==> config.mk <==
export PLATFORM = sky130hd
export DESIGN_NAME = bia_ctrl
export DESIGN_NICKNAME = d
export VERILOG_FILES = /design/src/sv/bia_pkg.sv /design/src/sv/bia_ctrl.sv
export SDC_FILE = /design/constraint.sdc
export NUM_CORES = 1
export LEC_CHECK = 0
export BUFFER_PORTS_ARGS = -buffer_cell sky130_fd_sc_hd__buf_2
export CORE_AREA = 4 4 41 43
export DETAILED_ROUTE_END_ITERATION = 8
export DIE_AREA = 0 0 45 47
export PLACE_DENSITY_LB_ADDON = 0.12
export SLEW_MARGIN = 20
export SYNTH_ARGS = -nofsm -noshare
export SYNTH_HDL_FRONTEND = slang
export SYNTH_SLANG_ARGS = --single-unit
==> constraint.sdc <==
create_clock -name clock -period 1.75 [get_ports clock]
set_clock_uncertainty 0.1 [all_clocks]
set_input_delay 0.35 -clock clock [delete_from_list [all_inputs] [get_ports clock]]
set_output_delay 0.35 -clock clock [all_outputs]
set_load 0.005 [all_outputs]
==> src/sv/bia_pkg.sv <==
// Package for the bottleneck information accumulator: word types, controller
// codes, the log2 table builder and the 48-bit saturation helper.
// No dependencies.
package bia_pkg;

   localparam int LOG_TABLE_BITS = 10;
   localparam int REM_BITS       = 31 - LOG_TABLE_BITS;
   localparam int TBL_N          = (1 << LOG_TABLE_BITS) + 1;

   typedef struct packed {
      logic [31:0] part_a_joint;
      logic [31:0] part_b_joint;
      logic [31:0] dest_marginal;
      logic [31:0] part_a_mass;
      logic [31:0] part_b_mass;
      logic        last;
   } bia_req_type;

   typedef struct packed {
      logic signed [47:0] group_info;
      logic signed [47:0] shared_info;
      logic signed [47:0] quality;
      logic               saturated;
   } bia_rsp_type;

   typedef struct packed {
      logic [31:0] tradeoff_weight;
      logic        use_tradeoff;
   } bia_cfg_type;

   typedef enum logic [0:0] {
      CSR_TRADEOFF_WEIGHT = 1'b0,
      CSR_USE_TRADEOFF    = 1'b1
   } bia_csr_type;

   typedef enum logic [2:0] {
      ST_IDLE,
      ST_EVAL,
      ST_ACC,
      ST_QMUL,
      ST_QFIN
   } bia_state_type;

   // one log2-and-scale evaluation walks through these steps
   typedef enum logic [2:0] {
      STEP_NONE,
      STEP_NORM,
      STEP_LOOK,
      STEP_INTP,
      STEP_MAG,
      STEP_MUL,
      STEP_TERM
   } bia_step_type;

   typedef enum logic [1:0] {
      SEL_GROUP,
      SEL_JOINT,
      SEL_MARG
   } bia_sel_type;

   typedef struct packed {
      logic         load;
      bia_step_type step;
      bia_sel_type  sel;
      logic         acc;
      logic         qmul;
      logic         qfin;
   } bia_cmd_type;

   typedef struct packed {
      logic first;
      logic last;
      logic rsp_busy;
   } bia_status_type;

   typedef logic [TBL_N-1:0][32:0] bia_tbl_type;

   // (z*z) >> 62
   function automatic logic [63:0] sq62(input logic [63:0] z);
      logic [127:0] p;
      p = {64'd0, z} * {64'd0, z};
      return p[125:62];
   endfunction

   // log2(z / 2^62) in Q0.32 for z in [2^62, 2^63), by repeated squaring
   function automatic logic [31:0] log_frac(input logic [63:0] z0);
      logic [63:0] z;
      logic [31:0] r;
      z = z0;
      r = '0;
      for (int k = 0; k < 32; k++) begin
         z = sq62(z);
         r = {r[30:0], 1'b0};
         if (z[63]) begin
            r[0] = 1'b1;
            z    = z >> 1;
         end
      end
      return r;
   endfunction

   function automatic bia_tbl_type build_tbl();
      bia_tbl_type t;
      for (int i = 0; i < TBL_N; i++) begin
         if (i == TBL_N - 1) begin
            t[i] = {1'b1, 32'd0};
         end else begin
            t[i] = {1'b0, log_frac((64'd1 << 62) +
                                   (64'(i) << (62 - LOG_TABLE_BITS)))};
         end
      end
      return t;
   endfunction

   localparam bia_tbl_type LOG_TBL = build_tbl();

   // clamp to signed 48 bits; bit 48 of the result flags a clamp
   function automatic logic [48:0] sat48(input logic signed [50:0] v);
      if (v > 51'sh7FFFFFFFFFFF) begin
         return {1'b1, 48'h7FFFFFFFFFFF};
      end else if (v < -51'sh800000000000) begin
         return {1'b1, 48'h800000000000};
      end
      return {1'b0, v[47:0]};
   endfunction

endpackage

==> src/sv/bia_ctrl.sv <==
// Controller for the bottleneck information accumulator: sequences the
// log2/scale evaluations, accumulation and quality steps. Uses bia_pkg.
module bia_ctrl (
   input  logic                    clock,
   input  logic                    reset,
   input  logic                    req_valid,
   output logic                    req_stall,
   input  bia_pkg::bia_status_type status,
   output bia_pkg::bia_cmd_type    cmd
);
   import bia_pkg::*;

   bia_state_type state_ff, state_in;
   bia_step_type  step_ff, step_in;
   bia_sel_type   sel_ff, sel_in;

   // hold state
   always_ff @(posedge clock) begin
      if (reset) begin
         state_ff <= ST_IDLE;
         step_ff  <= STEP_NONE;
         sel_ff   <= SEL_GROUP;
      end else begin
         state_ff <= state_in;
         step_ff  <= step_in;
         sel_ff   <= sel_in;
      end
   end

   // advance the sequence
   always_comb begin
      state_in  = state_ff;
      step_in   = step_ff;
      sel_in    = sel_ff;
      req_stall = 1'b1;
      cmd       = '{load: 1'b0, step: STEP_NONE, sel: sel_ff,
                    acc: 1'b0, qmul: 1'b0, qfin: 1'b0};
      unique case (state_ff)
         ST_IDLE: begin
            req_stall = 1'b0;
            if (req_valid) begin
               cmd.load = 1'b1;
               state_in = ST_EVAL;
               step_in  = STEP_NORM;
               sel_in   = status.first ? SEL_GROUP : SEL_JOINT;
            end
         end
         ST_EVAL: begin
            cmd.step = step_ff;
            unique case (step_ff)
               STEP_NORM: step_in = STEP_LOOK;
               STEP_LOOK: step_in = STEP_INTP;
               STEP_INTP: step_in = STEP_MAG;
               STEP_MAG:  step_in = STEP_MUL;
               STEP_MUL:  step_in = STEP_TERM;
               default: begin
                  step_in = STEP_NORM;
                  unique case (sel_ff)
                     SEL_GROUP: sel_in = SEL_JOINT;
                     SEL_JOINT: sel_in = SEL_MARG;
                     default: begin
                        state_in = ST_ACC;
                        step_in  = STEP_NONE;
                     end
                  endcase
               end
            endcase
         end
         ST_ACC: begin
            cmd.acc  = 1'b1;
            state_in = status.last ? ST_QMUL : ST_IDLE;
         end
         ST_QMUL: begin
            cmd.qmul = 1'b1;
            state_in = ST_QFIN;
         end
         default: begin
            if (!status.rsp_busy) begin
               cmd.qfin = 1'b1;
               state_in = ST_IDLE;
            end
         end
      endcase
   end

endmodule

==> impl_metrics.json <==
{
  "status": "finished clean",
  "track_usage": 0.1401,
  "synth_top_area_frac": 0.2832,
  "io_pins": 16,
  "vdd_drop_max_mv": 0.9978,
  "clockBufferDepth": 2,
  "synth_cell_types": 35,
  "setup_viol": 0,
  "power.density_nw_per_um2": 1390,
  "met3_usage": 0.02299,
  "synth_flop_cell": "dfxtp_1",
  "areaGrowthSynthToFinish_pct": 26.55,
  "pwr-share-clk": 0.138,
  "multiInputGateArea_sq_um": 382.9,
  "cp_max_fo": 6,
  "synth_warnings": 0,
  "drv_slew": 0,
  "whs_ps": 291.1,
  "crit_chain": "or3b_4 -> nor2_4 -> buf_2",
  "first_global_vias": 486,
  "fill_cells": 122,
  "path_class": "reg -> out",
  "start_util": 0.4346,
  "p_comb_frac": 0.592,
  "crit_path_end_kind": "primary output",
  "rsz0062_at_grt": "false",
  "tightest_slew_ps": 333.8,
  "critPathSlowestCell": "or3b_4",
  "fmaxAchievable_ghz": 0.5953,
  "port_buffers": 15,
  "synth-seq-area-share": 0.2832,
  "dp.final_hpwl_microns": 948,
  "grtUsageMet2": 0.1893,
  "cp.arrival_ps": 1230,
  "overflow": 0,
  "grt_max_degree": 14,
  "viasPerCell": 5.515,
  "post-route-min-period_ps": 1680,
  "synth_top_area_cell": "dfxtp_1",
  "slew_headroom": 0.7751,
  "sw_frac_of_total": 0.4036,
  "synthCells": 70,
  "fp-row-count": 13,
  "htree_levels": 1,
  "fin_setup_tns_ps": 0,
  "core-area_sq_um": 1301,
  "power_switching_mw": 0.4015,
  "place.gp.congestion": 0.7839,
  "syn_area_per_cell_sq_um": 8.079,
  "slowest_delay_ps": 450,
  "ctsHoldBuffers": 0,
  "min_path_type": "in -> reg",
  "drv_cap": 0,
  "globalRouteMet1Util": 0.2037,
  "dr.pass1.iters": 4,
  "grt_antenna_before_repair": 0,
  "p_leak_nw": 0.3069,
  "yosys-top-cells-count": "dfxtp_1 (8), nor2_1 (8), nand2_1 (5)",
  "dieArea_sq_um": 2115,
  "dieWidth_microns": 45,
  "synthTopCellsByArea": "dfxtp_1 (28%), nor2_1 (5.3%), buf_6 (4.0%)",
  "finalCritPeriodShare": 0.9599,
  "die_height_microns": 47,
  "grt_pass1_wl_microns": 2132,
  "cts_root_buf": "clkbuf_4",
  "p_seq_frac": 0.270,
  "startpoint_type": "register",
  "clock_latency_ps": 250,
  "antenna_cells": 0,
  "seqCellArea_sq_um": 160.2,
  "clkTransAtPathRegs_ps": 50,
  "clkSinkCount": 8,
  "synth_enable_flop_cells": 0,
  "ys_ff_latch": 8,
  "intPower_mw": 0.5933,
  "route.detailed.drc": 0,
  "post_drt_wl_per_cell_microns": 12.80,
  "dr.first_iter.drc_count": 13,
  "routed_wirelength_microns": 1318,
  "hold_viol": 0,
  "syn_area_sq_um": 565.5,
  "cp.required_ps": 1300,
  "cts_buffers": 3,
  "cts_tree": "built",
  "num_vias": 568,
  "synth_fp_nets": 77,
  "synthArstFlopShare": 0,
  "drive_gt1_frac": 0.3636,
  "postLayoutCoreUtil": 0.5500,
  "top_usage_layer": "met1",
  "ant_nets": 0,
  "fin_nets": 97
}
[registers in the layout, indices dropped and copies added (netlist names)]
name	flops
sel_ff	2
state_ff	3
step_ff	3
[power by group through the flow]
stage | Combinational (mW) | Clock, mW | Sequential [mW]
final | 0.588 | 0.137 | 0.269
after global routing | 0.654 | 0.151 | 0.273
after CTS | 0.545 | 0.145 | 0.267
after detailed placement | 0.524 | 0 | 0.268
after global placement | 0.527 | 0 | 0.269
after floorplan | 0.405 | 0 | 0.268
[worst paths after layout]
kind | from | endpoint | slack (ps) | cells after the start
max reg2reg | step_ff[1] | step_ff[0] | 160 | 5
min | reset | step_ff[1] | 290 | 2
min reg2reg | sel_ff[0] | sel_ff[0] | 400 | 2
max | state_ff[1] | cmd[5] | 70 | 3
[final cells by class]
class / instances / area share
inverter: 3 / 0.01573
clock buffer: 3 / 0.03147
timing repair buffer: 21 / 0.1678
multi-input combinational: 53 / 0.5350
tap: 15 / 0.02622
sequential: 8 / 0.2238
[routing by layer]
metal / wire length [microns] / vias to the layer above
met5: 0 / -
met4: 10 / 0
met3: 75 / 2
met2: 552 / 15
met1: 679 / 253
li1: - / 298
[critical path, delay by kind of cell (launching register included)]
kind	cells	cell delay, ps
simple gates	2	550
flops	1	310
buf+inv	1	110
[layout by cell type (no fill, tap or decap), types with 2 or more instances in the layout]
master    count
o21ai_0       2
nor3b_1       2
dfxtp_1       8
inv_1         3
a21oi_1       3
clkbuf_4      3
nand3_1       2
nand2_1       5
buf_4         6
nor2b_1       2
nand2b_1      3
a311oi_1      2
buf_2        15
nor2_1        7
[kinds of logic (layout without fill, tap and decap cells)]
kind of cell	count (synthesis)	in the layout	synth area share
compound gates	20	20	0.2589
fa+ha+maj	1	1	0.02212
buf+inv	9	27	0.09513
flops	8	8	0.2832
mux	1	1	0.01770
simple gates	31	31	0.3230
[timing repair]
action,4_1_cts,5_1_grt
setup endpoints to repair,4,7
resized for setup,2,4
setup buffers,0,2
pin swaps,0,1
[through the flow]
step                      std cells  instance area, sq um  power, mW  worst slack (ps)
final                           103                 715.7     0.9948             70.11
after global routing            103                 715.7      1.079             12.02
after CTS                       101                 678.2     0.9564             39.88
after detailed placement         98                 646.9     0.7926             68.12
after global placement           98                 646.9     0.7963             101.3
after floorplan                  70                 565.5     0.6725             164.5
Power figures use the tool's default switching activity.
